File: src/rtl/pngu_pkg.sv
// ----------------------------------------------------------------------------
// pngu_pkg
// shared types and constants for the png scanline unfilter
// ----------------------------------------------------------------------------
package pngu_pkg;

	// default build sizes
	localparam int MAX_ROW_BYTES_DEF   = 16384;
	localparam int MAX_PIXEL_BYTES_DEF = 8;

	// field and register widths
	localparam int BYTE_W        = 8;
	localparam int PIXEL_BYTES_W = 4;
	localparam int ROW_BYTES_W   = 15;
	localparam int APB_ADDR_W    = 3;
	localparam int APB_DATA_W    = 32;

	// register reset values
	localparam logic [PIXEL_BYTES_W-1:0] PIXEL_BYTES_RST = 4'd4;
	localparam logic [ROW_BYTES_W-1:0]   ROW_BYTES_RST   = 15'd4096;

	// register select, taken from paddr bit 2
	localparam logic REG_PIXEL_BYTES = 1'b0;
	localparam logic REG_ROW_BYTES   = 1'b1;

	// row filter types; bad marks an undefined type passed through as none
	typedef enum logic [2:0] {
		FILTER_NONE    = 3'd0,
		FILTER_SUB     = 3'd1,
		FILTER_UP      = 3'd2,
		FILTER_AVERAGE = 3'd3,
		FILTER_PAETH   = 3'd4,
		FILTER_BAD     = 3'd5
	} filter_t;

	// one reconstructed byte as queued for the output channel
	typedef struct packed {
		logic              bad_filter;
		logic              row_end;
		logic [BYTE_W-1:0] pixel_byte;
	} result_t;

endpackage

File: src/rtl/pngu_predict.sv
// ----------------------------------------------------------------------------
// pngu_predict
// predictor selection and byte reconstruction for one filtered byte
// ----------------------------------------------------------------------------
module pngu_predict
	import pngu_pkg::*;
(
	input  filter_t           filt,
	input  logic [BYTE_W-1:0] raw,
	input  logic [BYTE_W-1:0] left,
	input  logic [BYTE_W-1:0] above,
	input  logic [BYTE_W-1:0] above_left,
	output logic [BYTE_W-1:0] recon
);

	logic [BYTE_W:0]   sum_ab;
	logic [BYTE_W:0]   twice_c;
	logic [BYTE_W-1:0] dist_a;
	logic [BYTE_W-1:0] dist_b;
	logic [BYTE_W:0]   dist_c;
	logic [BYTE_W-1:0] paeth;
	logic [BYTE_W-1:0] pred;

	always_comb begin
		sum_ab  = {1'b0, left} + {1'b0, above};
		twice_c = {above_left, 1'b0};
		// distances of a, b, c from p = a + b - c
		dist_a  = (above > above_left) ? (above - above_left) : (above_left - above);
		dist_b  = (left > above_left) ? (left - above_left) : (above_left - left);
		dist_c  = (sum_ab > twice_c) ? (sum_ab - twice_c) : (twice_c - sum_ab);
		// ties go to left, then above
		if (({1'b0, dist_a} <= {1'b0, dist_b}) && ({1'b0, dist_a} <= dist_c)) begin
			paeth = left;
		end else if ({1'b0, dist_b} <= dist_c) begin
			paeth = above;
		end else begin
			paeth = above_left;
		end
		unique case (filt)
			FILTER_SUB:     pred = left;
			FILTER_UP:      pred = above;
			FILTER_AVERAGE: pred = sum_ab[BYTE_W:1];
			FILTER_PAETH:   pred = paeth;
			default:        pred = '0;
		endcase
		recon = raw + pred;
	end

endmodule

File: config.mk
export PLATFORM = sky130hd
export DESIGN_NAME = pngu_predict
export DESIGN_NICKNAME = d
export VERILOG_FILES = /design/src/rtl/pngu_pkg.sv /design/src/rtl/pngu_predict.sv
export SDC_FILE = /design/constraint.sdc
export NUM_CORES = 1
export LEC_CHECK = 0
export BUFFER_PORTS_ARGS = -buffer_cell sky130_fd_sc_hd__buf_2
export CAP_MARGIN = 40
export CORE_MARGIN = 2
export CORE_UTILIZATION = 58
export DETAILED_ROUTE_END_ITERATION = 8
export PLACE_DENSITY = 0.8
export SYNTH_ARGS = -nofsm -noshare
export SYNTH_HDL_FRONTEND = slang
export SYNTH_SLANG_ARGS = --single-unit
File: constraint.sdc
create_clock -name vclk -period 13.65
set_clock_uncertainty 0.2 [all_clocks]
set_input_delay 2.73 -clock vclk [all_inputs]
set_output_delay 2.73 -clock vclk [all_outputs]
set_load 0.1 [all_outputs]
# Word-level counts from Yosys, hierarchy flattened
# Cells that the tools add are included.
# Widths: inputs -> output; s select.
dict set report classes {
  addsub 8
  mul 0
  n_div 0
  n_lt_le_gt_ge 6
  eq_ne 4
  n_shift 0
  mux 6
  bitwise_logic 0
  n_reduce_logical 1
}
# op count
set op_table {}
lappend op_table {{$mux 8} 4}
lappend op_table {{$pmux 8 s4} 1}
lappend op_table {{$sub 8x8->8} 4}
lappend op_table {{$le 8x9->1} 2}
lappend op_table {{$sub 9x9->9} 2}
lappend op_table {{$gt 8x8->1} 2}
lappend op_table {{$add 8x8->9} 1}
lappend op_table {{$gt 9x9->1} 1}
lappend op_table {{$mux 9} 1}
lappend op_table {{$add 8x8->8} 1}
lappend op_table {{$le 8x8->1} 1}
lappend op_table {{$eq 3x2->1 const B} 2}
lappend op_table {{$eq 3x1->1 const B} 1}
lappend op_table {{$eq 3x3->1 const B} 1}
lappend op_table {{$logic_and 1x1->1} 1}
dict set report totals {
  register_bits 0
  latchBits 0
  ram_bits 0
  romBits 0
  inputBits 35
  output_inout_bits 8
  elab_cells 25
  mem_count 0
}

# Depth between registers and ports, before layout
# Gate-level depths: netlist of run 1.
dict set report logic_depth {
  word_depth 8
  ltp_mapped 39
  depth_no_buf 38
}

# Least setup slack after synthesis of run 1
# No wires, ideal clock.
dict set report synth_path {
  kind {input to output}
  from {input port left[1]}
  to {output port recon[7]}
  arrival_time_ns 10.472
  required_time_ns 10.720
  setup_slack_ns 0.248
  path_stages 36
  n_path_buf 2
  cell_sequence {ha_1 a21o_1 a21oi_1 o21bai_1 a21oi_1 o21bai_1 a21oi_1 xor2_1 inv_1 ha_1 and4_1 a31oi_2 o31ai_4 buf_6 mux2_2 a21oi_1 o21a_1 o21ai_0 xnor2_1 ha_1 nand3_1 or2_2 o31a_1 o32ai_2 buf_2 a21oi_1 o21ai_0 o21ai_0 ha_1 a21o_1 a21oi_1 o21bai_1 a21oi_1 o21ai_0 xor2_1 xnor2_1}
}
dict set report synth_via {
  elab_chain_cells 8
  word_cells_on_any_way 17
  classes_between {6 x add/sub; 5 x order compare; 5 x mux; 1 x reduce/logical}
}
# item line
set synth_rtl {}
lappend synth_rtl {{start, declared} pngu_predict.sv:10} ;# input logic [BYTE_W-1:0] left,
lappend synth_rtl {{$add 8x8->9} pngu_predict.sv:25} ;# sum_ab = {1'b0, left} + {1'b0, above};
lappend synth_rtl {{$sub 9x9->9 or $gt 9x9->1 (tied branches)} pngu_predict.sv:30} ;# dist_c = (sum_ab > twice_c) ? (sum_ab - twice_c) : (twice_c - sum_ab);
lappend synth_rtl {{$mux 9} pngu_predict.sv:30}
lappend synth_rtl {{$le 8x9->1 (on tied branches)} {pngu_predict.sv:34, pngu_predict.sv:32}}
lappend synth_rtl {{$mux 8 or $logic_and 1x1->1 (tied branches)} {pngu_predict.sv:34, pngu_predict.sv:32}}
lappend synth_rtl {{$mux 8} pngu_predict.sv:32} ;# if (({1'b0, dist_a} <= {1'b0, dist_b}) && ({1'b0, dist_a} <= dist_c)) begin
lappend synth_rtl {{$pmux 8 s4 (*)} pngu_predict.sv:39} ;# unique case (filt)
lappend synth_rtl {{$add 8x8->8 (*)} pngu_predict.sv:46} ;# recon = raw + pred;
lappend synth_rtl {{end, declared} pngu_predict.sv:13} ;# output logic [BYTE_W-1:0] recon
# Every way passes the cells marked *; elsewhere a longest branch is shown, timed or not.

# Worst setup path in the final report of run 1
# Same ends and word-level chain as after synthesis.

==> metrics list, run 1 <==
* Run status: finished, final reports clean
- Layout Area Growth over Synthesis: 11.2%
- Dpl ws: 232 ps
- Final sequential cell count: 0
* Post-synthesis instance area: 0.00351 sq mm
- Number of search-and-repair iterations in the first detailed-routing pass: 5
- Number of vias after detailed routing: 3517
* Port bufs: 43
* Antenna violations before repair: 0
* Detail-routed net length per standard cell: 17.4 um
* Critical Path AT: 10200 ps
* Count of hold buffers inserted by post-cts repair: 0
- Across the run, the number of max-cap violations was 0.
- For this run the aggregate overflow at the end of global routing stands at 0.
- Count of antenna-violating nets left after detailed routing: 0
- Worst Hold Margin: 5740 ps
- After synthesis, flip-flops and latches occupy 0% of the total area.
- Post-DP HPWL: 8580 um
- 0 antenna diodes ended up in the layout.
* Placeable Area: 0.00589 sq mm
- A synthesized cell averages 7.82 sq um.
- Post-Route WL: 9940 um
- Fin crit share: 96.2%
- The critical path contains buffers and inverters numbering 3 combined.
* Area leader, netlist: sky130_fd_sc_hd__ha_1
- Of all nets on the critical path, the largest fanout is 8.
- Share of post-route cells with drive strength above 1: 17.8%
* Total setup violations reported at the end of the flow: 0
- Startpoint Class: input port
- The floorplan step set the die width to 81.8 um.
* Combined global-route utilization of all metal layers: 30.2%
- Mean number of vias per cell: 6.17
- Portion of synthesized cell area occupied by the leading cell type: 28.9%
- Worst hold endpoint: recon[7]
- Pin slew with the least headroom to its limit: 676 ps
* Die Y-Extent: 81.8 um
- Global-route wire length before repair: 16000 um
- Worst setup margin: 520 ps
- Routability-driven placement finished with a final weighted congestion of 0.949.
* Leak Pwr: 2.05 nW
- Measured against its own limit, the worst slew margin works out to 54.8%.
- For this design the ratio of total power to cell area is 142 mW/mm^2.
* Maximum operating frequency: 76.2 MHz
* Number of instances in the synthesized netlist: 449
- Sequential Area: 0 sq um
* Floorplan row count: 28
- Maximum vdd drop: 0.136 mV
- Yosys attributes the largest share of cell area to sky130_fd_sc_hd__ha_1 29%, sky130_fd_sc_hd__inv_1 7.0%, sky130_fd_sc_hd__a21oi_1 6.1%, sky130_fd_sc_hd__mux2i_1 6.0%, sky130_fd_sc_hd__xnor2_1 4.7%.
- Hold path startpoint: raw[7]
- Critical path data required time: 10720 ps
- Synthesized net count: 573
* Number of top-level pins: 43
- Summing all multi-input logic gate instances after layout gives 0.00325 sq mm.
* Number of clock buffer instances in the layout: 0
- Post-layout minimum cycle time: 13130 ps
- Pin count of the biggest net entering global routing: 17
- Tracing the worst setup path back leads to its startpoint at left[1].
- The worst hold path belongs to the class in2out.
- Synth Warn #: 0
- Number of nets in the final layout: 621
- Number of distinct library cell variants in the gate-level netlist after synthesis: 66
- The number of max-slew violations in the final report was 0.
* Filler Cells Inserted: 498
- The kind of cell with the highest combined delay along the critical path is compound AO/OA/AOI/OAI gates.
- The first routing iteration left 243 violations.
- Initial Utilization: 59.6%
* Setup crit end kind: output port
* Number of hold-slack violations in the final timing report: 0
- The critical path is of the in2out type.
- Die outline area: 0.00669 sq mm
- Drc violations: 0
- Largest incremental delay on the critical path: 430 ps
* PnR Total Power: 0.000556 W
- Vias in the first global route: 3410
* Worst hold path depth: 4
- Slowest cell on crit path: sky130_fd_sc_hd__o31ai_4
-- synthesized netlist by cell type, types with 2 or more instances --
| cell type | instances |
|---|---|
| sky130_fd_sc_hd__ha_1 | 81 |
| sky130_fd_sc_hd__inv_1 | 65 |
| sky130_fd_sc_hd__a21oi_1 | 43 |
| sky130_fd_sc_hd__o21ai_0 | 32 |
| sky130_fd_sc_hd__nand2_1 | 25 |
| sky130_fd_sc_hd__mux2i_1 | 21 |
| sky130_fd_sc_hd__xnor2_1 | 19 |
| sky130_fd_sc_hd__nor2_1 | 15 |
| sky130_fd_sc_hd__xor2_1 | 13 |
| sky130_fd_sc_hd__a21o_1 | 11 |
| sky130_fd_sc_hd__mux2_2 | 9 |
| sky130_fd_sc_hd__nand3_1 | 9 |
| sky130_fd_sc_hd__fa_1 | 8 |
| sky130_fd_sc_hd__a22oi_1 | 7 |
| sky130_fd_sc_hd__o21bai_1 | 7 |
| sky130_fd_sc_hd__a211oi_1 | 5 |
| sky130_fd_sc_hd__clkbuf_1 | 5 |
| sky130_fd_sc_hd__nand4_1 | 5 |
| sky130_fd_sc_hd__o211ai_1 | 4 |
| sky130_fd_sc_hd__a21oi_2 | 3 |
| sky130_fd_sc_hd__nor2b_1 | 3 |
| sky130_fd_sc_hd__or2_2 | 3 |
| sky130_fd_sc_hd__a311oi_1 | 2 |
| sky130_fd_sc_hd__and3_1 | 2 |
| sky130_fd_sc_hd__and4_1 | 2 |
| sky130_fd_sc_hd__buf_6 | 2 |
| sky130_fd_sc_hd__nor3_1 | 2 |
| sky130_fd_sc_hd__nor4_1 | 2 |
| sky130_fd_sc_hd__o211a_1 | 2 |
| sky130_fd_sc_hd__o21a_1 | 2 |
| sky130_fd_sc_hd__o22ai_1 | 2 |
| sky130_fd_sc_hd__o31a_1 | 2 |
| sky130_fd_sc_hd__o32a_1 | 2 |
| sky130_fd_sc_hd__or3_1 | 2 |
-- routing by layer --
| layer | GRT usage, % | routed length (um) |
|---|---|---|
| met5 | 0 | 0 |
| met4 | 6.00 | 193 |
| met3 | 1.21 | 574 |
| met2 | 55.1 | 4890 |
| met1 | 39.3 | 4280 |
-- repair_timing --
item,in CTS,in global routing
resized for setup,0,8
setup endpoints to repair,0,4
buffers inserted,0,7
-- per-stage QoR --
stage	std cells	TNS, ps	instance area [sq um]	utilization, %
floorplan	449	0	3510	-
global placement	563	0	3820	64.9
detailed placement	563	0	3820	64.9
CTS	563	0	3820	64.9
global route	570	-31.7	3900	66.3
finish	570	0	3900	66.3
-- layout by cell type, fill, tap and decap left out, types with 4 or more instances in the layout --
cell type                  count
sky130_fd_sc_hd__a21oi_1      40
sky130_fd_sc_hd__o21bai_1      7
sky130_fd_sc_hd__buf_2        41
sky130_fd_sc_hd__nand3_1       9
sky130_fd_sc_hd__a21o_1       11
sky130_fd_sc_hd__nor2_1       15
sky130_fd_sc_hd__mux2_2        9
sky130_fd_sc_hd__xnor2_1      19
sky130_fd_sc_hd__o21ai_0      32
sky130_fd_sc_hd__fa_1          8
sky130_fd_sc_hd__a22oi_1       7
sky130_fd_sc_hd__mux2i_1      20
sky130_fd_sc_hd__nand2_1      25
sky130_fd_sc_hd__buf_4        12
sky130_fd_sc_hd__a211oi_1      4
sky130_fd_sc_hd__inv_1        65
sky130_fd_sc_hd__xor2_1       13
sky130_fd_sc_hd__o211ai_1      4
sky130_fd_sc_hd__nand4_1       5
sky130_fd_sc_hd__a21oi_2       6
sky130_fd_sc_hd__ha_1         81
-- report_power, final --
part	leakage (nW)	internal [W]	switching (W)
combinational	2.05	0.000207	0.000349
clock	0	0	0
sequential	0	0	0
total	2.05	0.000207	0.000349
-- how the worst max path moves through the flow --
stage                    end  slack, ps  cells after the start
global route        recon[7]        -20                     38
detailed placement  recon[7]        230                     35
global placement    recon[7]        390                     35
finish              recon[7]        520                     36
floorplan           recon[7]        250                     36
CTS                 recon[7]        190                     35
-- logic make-up after synthesis --
kind of cell,synth area share [%]
AO/OA/AOI/OAI,29.2
buffers and inverters,8.27
XOR/XNOR,8.45
adder cells (fa/ha/maj),33.4
multiplexers,9.70
AND/OR/NAND/NOR,11.0
-- area by class of cell --
class	instances	share of cell area, %
multi-input cells	376	83.3
repair buffers	54	8.08
inverters	65	6.25
well taps	75	2.40
Power figures use the tool's default switching activity.
==> run 2, diff against run 1 <==
--- a/config.mk
+++ b/config.mk
@@ -7,10 +7,9 @@
 export LEC_CHECK = 0
 export BUFFER_PORTS_ARGS = -buffer_cell sky130_fd_sc_hd__buf_2
 export CAP_MARGIN = 40
-export CORE_MARGIN = 2
-export CORE_UTILIZATION = 58
+export CORE_UTILIZATION = 57
 export DETAILED_ROUTE_END_ITERATION = 8
-export PLACE_DENSITY = 0.8
+export PLACE_DENSITY = 0.9
 export SYNTH_ARGS = -nofsm -noshare
 export SYNTH_HDL_FRONTEND = slang
 export SYNTH_SLANG_ARGS = --single-unit
==> constraint.sdc (replaced) <==
create_clock -name vclk -period 10.8
set_clock_uncertainty 0.2 [all_clocks]
set_input_delay 2.16 -clock vclk [all_inputs]
set_output_delay 2.16 -clock vclk [all_outputs]
set_load 0.1 [all_outputs]
==> metrics list, run 2 <==
- The mapped netlist covers 0.00351 sq mm.
- Post-DP HPWL: 10700 um
- A synthesized cell averages 7.82 sq um.
* Sequential area share after synthesis: 0%
- Die Y-Extent: 80.5 um
* Grt ovf: 1
* End pin of the worst setup path after global-route repair: recon[6]
- Among all cell types in the netlist, the one instantiated most often is sky130_fd_sc_hd__ha_1.
- Number of placed instances with taps included: 625
* Run status: did not finish
* Combined global-route utilization of all metal layers: 64.6%
- Row generation in the floorplan step produced 28 rows.
- Placer Congestion: 1.02
- Number of instances in the synthesized netlist: 449
- Cells taking the most area after synthesis: sky130_fd_sc_hd__ha_1 29%, sky130_fd_sc_hd__inv_1 7.0%, sky130_fd_sc_hd__a21oi_1 6.1%, sky130_fd_sc_hd__mux2i_1 6.0%, sky130_fd_sc_hd__xnor2_1 4.7%
- Portion of synthesized cell area occupied by the leading cell type: 28.9%
- Count of hold buffers inserted by post-cts repair: 0
- Synth Warn #: 0
* Stopped at: global routing
- For this configuration, the core starts out at a cell density of 59.3%.
- The synthesized design spends more area on one cell type than any other, namely sky130_fd_sc_hd__ha_1.
* Number of distinct library cell variants in the gate-level netlist after synthesis: 66
- After the last repair the worst path ends at a primary output.
* Port bufs: 43
* Most common library cells after synthesis: 81 x sky130_fd_sc_hd__ha_1, 65 x sky130_fd_sc_hd__inv_1, 43 x sky130_fd_sc_hd__a21oi_1, 32 x sky130_fd_sc_hd__o21ai_0, 25 x sky130_fd_sc_hd__nand2_1
- Synthesis produced a netlist with a net count of 573.
* Number of top-level pins: 43
- Pin count of the biggest net entering global routing: 17
- Die extent in x: 80.5 um
- The tool reported: "[ERROR GRT-0232] Routing congestion too high. Check the congestion heatmap in the GUI".
run 2: cell counts after synthesis:
No cell type changed its count.
run 2: timing repair:
| action | in CTS |
|---|---|
| setup buffers | 16 |
| resized for setup | 27 |
| endpoints found under the hold margin | 0 |
| pin swaps | 32 |
| setup endpoints to repair | 6 |
run 2: cell families after synthesis:
group,after synthesis,share of synthesized area (%)
buffers and inverters,73,8.27
and+or+nand+nor,77,11.0
muxes,32,9.70
xor gates and xnor gates,33,8.45
AOI/OAI and AO/OA,145,29.2
adders and majority gates,89,33.4
run 2: per-stage QoR:
step / hold WS, ps / util [%] / worst slack (ps) / cell area [sq um]
global placement: 4530 / 77.7 / -273 / 4600
floorplan: 4530 / - / -238 / 3720
detailed placement: 4560 / 77.7 / -607 / 4600
CTS: 4580 / 81.7 / -272 / 4840
run 2: per-layer routing:
metal  GRT overflow  track usage [%]
met2              0             88.1
met1              0             63.9
met3              0             39.2
met4              1             68.4
met5              0             5.45
==> run 3, diff against run 2 <==
--- a/config.mk
+++ b/config.mk
@@ -7,9 +7,9 @@
 export LEC_CHECK = 0
 export BUFFER_PORTS_ARGS = -buffer_cell sky130_fd_sc_hd__buf_2
 export CAP_MARGIN = 40
-export CORE_UTILIZATION = 57
+export CORE_UTILIZATION = 40
 export DETAILED_ROUTE_END_ITERATION = 8
-export PLACE_DENSITY = 0.9
+export PLACE_DENSITY_LB_ADDON = 0.15
 export SYNTH_ARGS = -nofsm -noshare
 export SYNTH_HDL_FRONTEND = slang
 export SYNTH_SLANG_ARGS = --single-unit
==> constraint.sdc (replaced) <==
create_clock -name vclk -period 14
set_clock_uncertainty 0.2 [all_clocks]
set_input_delay 2.8 -clock vclk [all_inputs]
set_output_delay 2.8 -clock vclk [all_outputs]
set_load 0.1 [all_outputs]
==> metrics list, run 3 (synthesis gave the netlist of run 1 again) <==
- Die outline area: 0.00915 sq mm
- Relative max-transition margin: 57.5%
- Maximum vdd drop: 0.146 mV
- After layout, the worst path uses 95.7% of the clock period.
- Die extent in x: 95.7 um
- Vias in the first global route: 3293
- Initial Utilization: 42.1%
- The first global-routing pass estimated 16900 um of wire.
* Critical path data required time: 11000 ps
- Timing would allow up to 74.6 MHz.
- The die is 95.7 um tall.
* Placer Congestion: 0.945
- Startpoint Class: input port
- Number of top-level pins: 43
* Multi-input gate area in the final layout: 0.00323 sq mm
- Areal power density over the cells: 134 mW/mm^2
* Number of nets in the final layout: 616
- Count of final max-slew check failures: 0
* Number of hold-slack violations in the final timing report: 0
- The number of antenna violations at the first check in global routing is 0.
* Post-DP HPWL: 9460 um
- The most numerous cell type found on the critical path is sky130_fd_sc_hd__a21oi_1.
- The setup path with the least slack is of type in2out.
- The floorplan step defined a core boundary enclosing 0.00834 sq mm.
* Grt ovf: 0
- Count of inserted antenna diode cells: 0
* Leak Pwr: 2.02 nW
- Post-layout minimum cycle time: 13400 ps
- In the routed layout, each cell is associated on average with a via count of 5.88.
- Top library cells by usage in the layout, fill and taps aside: 81 x sky130_fd_sc_hd__ha_1, 65 x sky130_fd_sc_hd__inv_1, 43 x sky130_fd_sc_hd__a21oi_1
* Filler Cells Inserted: 881
- Worst min path class: in2out
* Post-Route Setup TNS: 0 ps
- Number of search-and-repair iterations in the first detailed-routing pass: 5
* Pin slew with the least headroom to its limit: 636 ps
- The tool flagged a number of max-cap violations equal to 0.
- Count of hold buffers inserted by post-cts repair: 0
- In the final layout, flip-flops and latches occupy 0 sq um.
* Run status: finished, final reports clean
* Layout Area Growth over Synthesis: 10.6%
- Largest incremental delay on the critical path: 410 ps
- Drc violations: 0
- CP Max Fanout: 5
- Placed cell area: 0.00385 sq mm
- Of the cells placed in the final design, the portion with a size suffix greater than 1 is 16.3%.
- Count of antenna-violating nets left after detailed routing: 0
- Setup crit end kind: output port
- Summing all non-filler instances in the final layout gives an area of 0.00388 sq mm.
- Counting the clock-network buffers in the layout gives 0.
- Leading cell type in the layout, fill and taps excluded: sky130_fd_sc_hd__ha_1
* Port bufs: 43
- Number of vias after detailed routing: 3500
* Unrepaired setup endpoints after global routing: false
- Iter 0 DRT Violations: 185
* Total setup violations reported at the end of the flow: 0
* Critical Path AT: 10400 ps
- The design has 0 sequential cells.
- Startpoint of the most critical setup path: left[1]
- After detailed routing, the total wire length is 10800 um.
- In the global route stage, overall resource usage came out at 24.0%.
- Slowest cell on crit path: sky130_fd_sc_hd__ha_1
- Pin count of the biggest net entering global routing: 17
- Floorplan row count: 33
- The most critical setup path has its endpoint at recon[7].
* Detail-routed net length per standard cell: 18.1 um
==> run 3: area by class of cell <==
class | instances | area share (%)
timing repair buffer | 49 | 7.09
multi-input combinational | 376 | 83.2
tap | 105 | 3.38
inverter | 65 | 6.29
==> run 3: worst min path at each step <==
stage                 from        to  slack (ps)  cells after the start
global route        raw[7]  recon[7]        5900                      4
CTS                 raw[7]  recon[7]        5890                      4
global placement    raw[7]  recon[7]        5880                      4
floorplan           raw[0]  recon[0]        5950                      1
detailed placement  raw[7]  recon[7]        5890                      4
finish              raw[7]  recon[7]        5880                      4
==> run 3: where the power goes <==
part | total, W | switching, W | internal (W) | leakage, nW
registers | 0 | 0 | 0 | 0
logic | 0.000520 | 0.000333 | 0.000187 | 2.02
clock network | 0 | 0 | 0 | 0
total | 0.000520 | 0.000333 | 0.000187 | 2.02
==> run 3: what timing repair did <==
action / 4_1_cts / 5_1_grt
buffers inserted: 0 / 2
endpoints found under the hold margin: 0 / 0
setup endpoints to repair: 0 / 4
gates resized for setup: 0 / 2
==> run 3: metal layers <==
metal  up-vias  wire length [um]  GRT usage [%]
met2       106              5060           42.8
li1       1705                 -              -
met4         0                48          0.622
met3         6               623           2.07
met1      1683              5030           33.0
met5         -                 0              0
==> run 3: through the flow <==
stage | hold slack (ps) | worst slack [ps] | utilization, % | power, W | cells
after floorplan | 5950 | 458 | - | 0.000394 | 449
after global placement | 5880 | 463 | 46.2 | 0.000502 | 593
after detailed placement | 5890 | 304 | 46.2 | 0.000507 | 593
after CTS | 5890 | 318 | 46.2 | 0.000510 | 593
after global routing | 5900 | 17.2 | 46.5 | 0.000563 | 595
final | 5880 | 601 | 46.5 | 0.000520 | 595
==> run 3: critical path, delay by kind of cell <==
kind / cells / cell delay [ps]
AO/OA/AOI/OAI: 22 / 4010
adder cells (fa/ha/maj): 4 / 1280
XOR/XNOR: 4 / 900
AND/OR/NAND/NOR: 3 / 600
buffers and inverters: 3 / 430
multiplexers: 1 / 350
==> run 4, diff against run 3 <==
--- a/config.mk
+++ b/config.mk
@@ -5,10 +5,12 @@
 export SDC_FILE = /design/constraint.sdc
 export NUM_CORES = 1
 export LEC_CHECK = 0
+export ABC_AREA = 1
 export BUFFER_PORTS_ARGS = -buffer_cell sky130_fd_sc_hd__buf_2
 export CAP_MARGIN = 40
 export CORE_UTILIZATION = 40
 export DETAILED_ROUTE_END_ITERATION = 8
+export MAX_ROUTING_LAYER = met4
 export PLACE_DENSITY_LB_ADDON = 0.15
 export SYNTH_ARGS = -nofsm -noshare
 export SYNTH_HDL_FRONTEND = slang
==> metrics list, run 4 <==
* Synthesized net count: 690
- After synthesis, the largest area contributor takes up 28.3% of total cell area.
* Most common library cells after synthesis: 126 x sky130_fd_sc_hd__nand2_1, 109 x sky130_fd_sc_hd__inv_1, 81 x sky130_fd_sc_hd__ha_1, 48 x sky130_fd_sc_hd__a21oi_1, 25 x sky130_fd_sc_hd__o21ai_0
- The Yosys step of the flow raised 0 warnings.
- Number of search-and-repair iterations in the first detailed-routing pass: 6
- Vias in the first global route: 3701
- Share of post-route cells with drive strength above 1: 13.1%
* Combined global-route utilization of all metal layers: 24.7%
* Maximum operating frequency: 76.9 MHz
* Total setup buffers inserted after CTS: 0
- Number of nets in the final layout: 731
- The initialized floorplan defines 34 standard-cell rows.
* Global-route wire length before repair: 18400 um
* Pin slew with the least headroom to its limit: 704 ps
- Iter 0 DRT Violations: 187
- Post-Route WL: 11200 um
- Critical Path AT: 10000 ps
* Sequential area share after synthesis: 0%
* Post-layout minimum cycle time: 13000 ps
- Die extent in x: 96.7 um
* Placer Congestion: 0.986
- Number of instances in the synthesized netlist: 566
- The number of failing hold endpoints at the final stage was 0.
* Initial Utilization: 41.1%
- Areal power density over the cells: 125 mW/mm^2
- Die outline area: 0.00935 sq mm
- Leading cell type in the layout, fill and taps excluded: sky130_fd_sc_hd__nand2_1
- The flow ran to the end, and the final reports show no timing, DRC or antenna violations.
* Post-synthesis instance area: 0.00359 sq mm
- Setup crit end kind: output port
- The number of antenna violations at the first check in global routing is 0.
- In this run the vertical extent of the chip is 96.7 um.
- Fill cells in the final layout number 934.
* Post-Route Setup TNS: 0 ps
* Count of inserted antenna diode cells: 0
- Slowest cell on crit path: sky130_fd_sc_hd__fa_1
* CP most frequent cell: sky130_fd_sc_hd__inv_1
- The worst setup path is launched from an input port.
- Mean instance size in the synthesized netlist: 6.34 sq um
- The largest single stage delay on the critical path is 460 ps.
- Cell internal power dissipation: 0.000148 W
- Drc violations: 0
- Grt ovf: 0
* Total setup violations reported at the end of the flow: 0
- Combinational logic burns 100.0% of the power.
- Most numerous cell in the Yosys netlist: sky130_fd_sc_hd__nand2_1
- Mean number of vias per cell: 5.14
- Compared with the post-synthesis result, the final layout area differs by 8.76%.
- The number of hold buffers added after CTS was 0.
- After legalization and detailed placement, the total HPWL measured 9900 um.
- Final hold analysis gives a worst-case slack of 5980 ps.
* Net Switching: 0.000341 W
- The final layout contains a sequential cell count of 0.
- Sorting the synthesized cells by area gives the leading types as sky130_fd_sc_hd__ha_1 28%, sky130_fd_sc_hd__nand2_1 13%, sky130_fd_sc_hd__inv_1 11%, sky130_fd_sc_hd__a21oi_1 6.7%, sky130_fd_sc_hd__xor2_1 4.9%.
- Net switching is 69.7% of the power.
- In this run the tightest slew margin relative to its limit is 52.7%.
- Number of vias after detailed routing: 3667
* Number of distinct library cell variants in the gate-level netlist after synthesis: 42
* Maximum vdd drop: 0.0907 mV
* Top library cells by usage in the layout, fill and taps aside: 126 x sky130_fd_sc_hd__nand2_1, 109 x sky130_fd_sc_hd__inv_1, 81 x sky130_fd_sc_hd__ha_1
- sky130_fd_sc_hd__ha_1 takes more of the synthesized area than any other cell.
- After detailed routing, the average wire length per cell comes to 15.7 um.
- Sequential Area: 0 sq um
* Sequential Power Share: 0%
- For this design the static power due to leakage is 2.27 nW.
- In this run the count of I/O pins placed on the die edge is 43.
* Worst min path class: in2out
* Port bufs: 43
- At the worst endpoint, the required time is 11000 ps.
- The final critical path takes up 92.9% of the cycle.
- The clock network burns 0% of the power.
- Count of antenna-violating nets left after detailed routing: 0
* Placeable Area: 0.00872 sq mm
* Unrepaired setup endpoints after global routing: false
- In this run the cell area measured after placement is 0.00390 sq mm.
- Count of final max-slew check failures: 0
- CTS-repair resized insts: 0
* Total of max-cap violations: 0
* Number of clock buffer instances in the layout: 0
- Post-Route Utilization: 44.7%
- Design area: 0.00390 sq mm
* Pin count of the biggest net entering global routing: 16
- CP Max Fanout: 10
- By startpoint and endpoint, the worst setup path is classified as in2out.
-- run 4: cell count changes after synthesis, sizes merged, moves of 8 or more --
| cell | change |
|---|---|
| nand2 | +118 |
| inv | +46 |
| mux2i | -20 |
| nand3 | +13 |
| nor2 | +11 |
| xnor2 | -11 |
| mux2 | -10 |
| a21o | -8 |
-- run 4: worst paths after layout --
| path | to | cells after the start | startpoint | slack, ps |
|---|---|---|---|---|
| min | recon[0] | 3 | raw[0] | 5980 |
| max | recon[7] | 42 | left[1] | 1000 |
-- run 4: worst max-delay path: cells and delay by family --
family	cells	cell delay, ps
buffers and inverters	9	1090
adder cells (fa/ha/maj)	4	1470
AO/OA/AOI/OAI	13	2610
XOR/XNOR	3	560
AND/OR/NAND/NOR	13	1500
-- run 4: through the flow --
stage          worst slack [ps]  total power (W)  cells
2_1_floorplan              1350         0.000389    566
3_3_place_gp               1300         0.000480    713
3_5_place_dp               1030         0.000484    713
4_1_cts                    1020         0.000486    713
5_1_grt                     236         0.000545    713
6_report                    997         0.000489    713
-- run 4: cell families after synthesis --
group | Yosys count | synth area share [%]
xor+xnor | 29 | 7.08
simple gates | 214 | 27.4
compound gates | 117 | 19.5
fa+ha+maj | 89 | 32.7
mux | 2 | 0.558
buf+inv | 115 | 12.7
-- run 4: layer usage --
metal | global-route usage [%] | wire length [um] | vias to the layer above | part of all wire, %
li1 | - | - | 1936 | -
met1 | 33.0 | 5500 | 1629 | 49
met2 | 42.2 | 5180 | 90 | 46
met3 | 1.01 | 345 | 12 | 3.1
met4 | 3.56 | 160 | 0 | 1.4
met5 | - | 0 | - | 0
-- run 4: area by class of cell --
class                           count  area (sq um)  area share, %
Multi-Input combinational cell    451          3130           80.3
Tap cell                          108           135           3.46
Inverter                          111           419           10.7
Timing Repair Buffer               43           215           5.52
-- run 4: power by group through the flow --
stage          Sequential [W]  Combinational [W]  Clock [W]
2_1_floorplan               0           0.000389          0
3_3_place_gp                0           0.000480          0
3_5_place_dp                0           0.000484          0
4_1_cts                     0           0.000486          0
5_1_grt                     0           0.000545          0
6_report                    0           0.000489          0
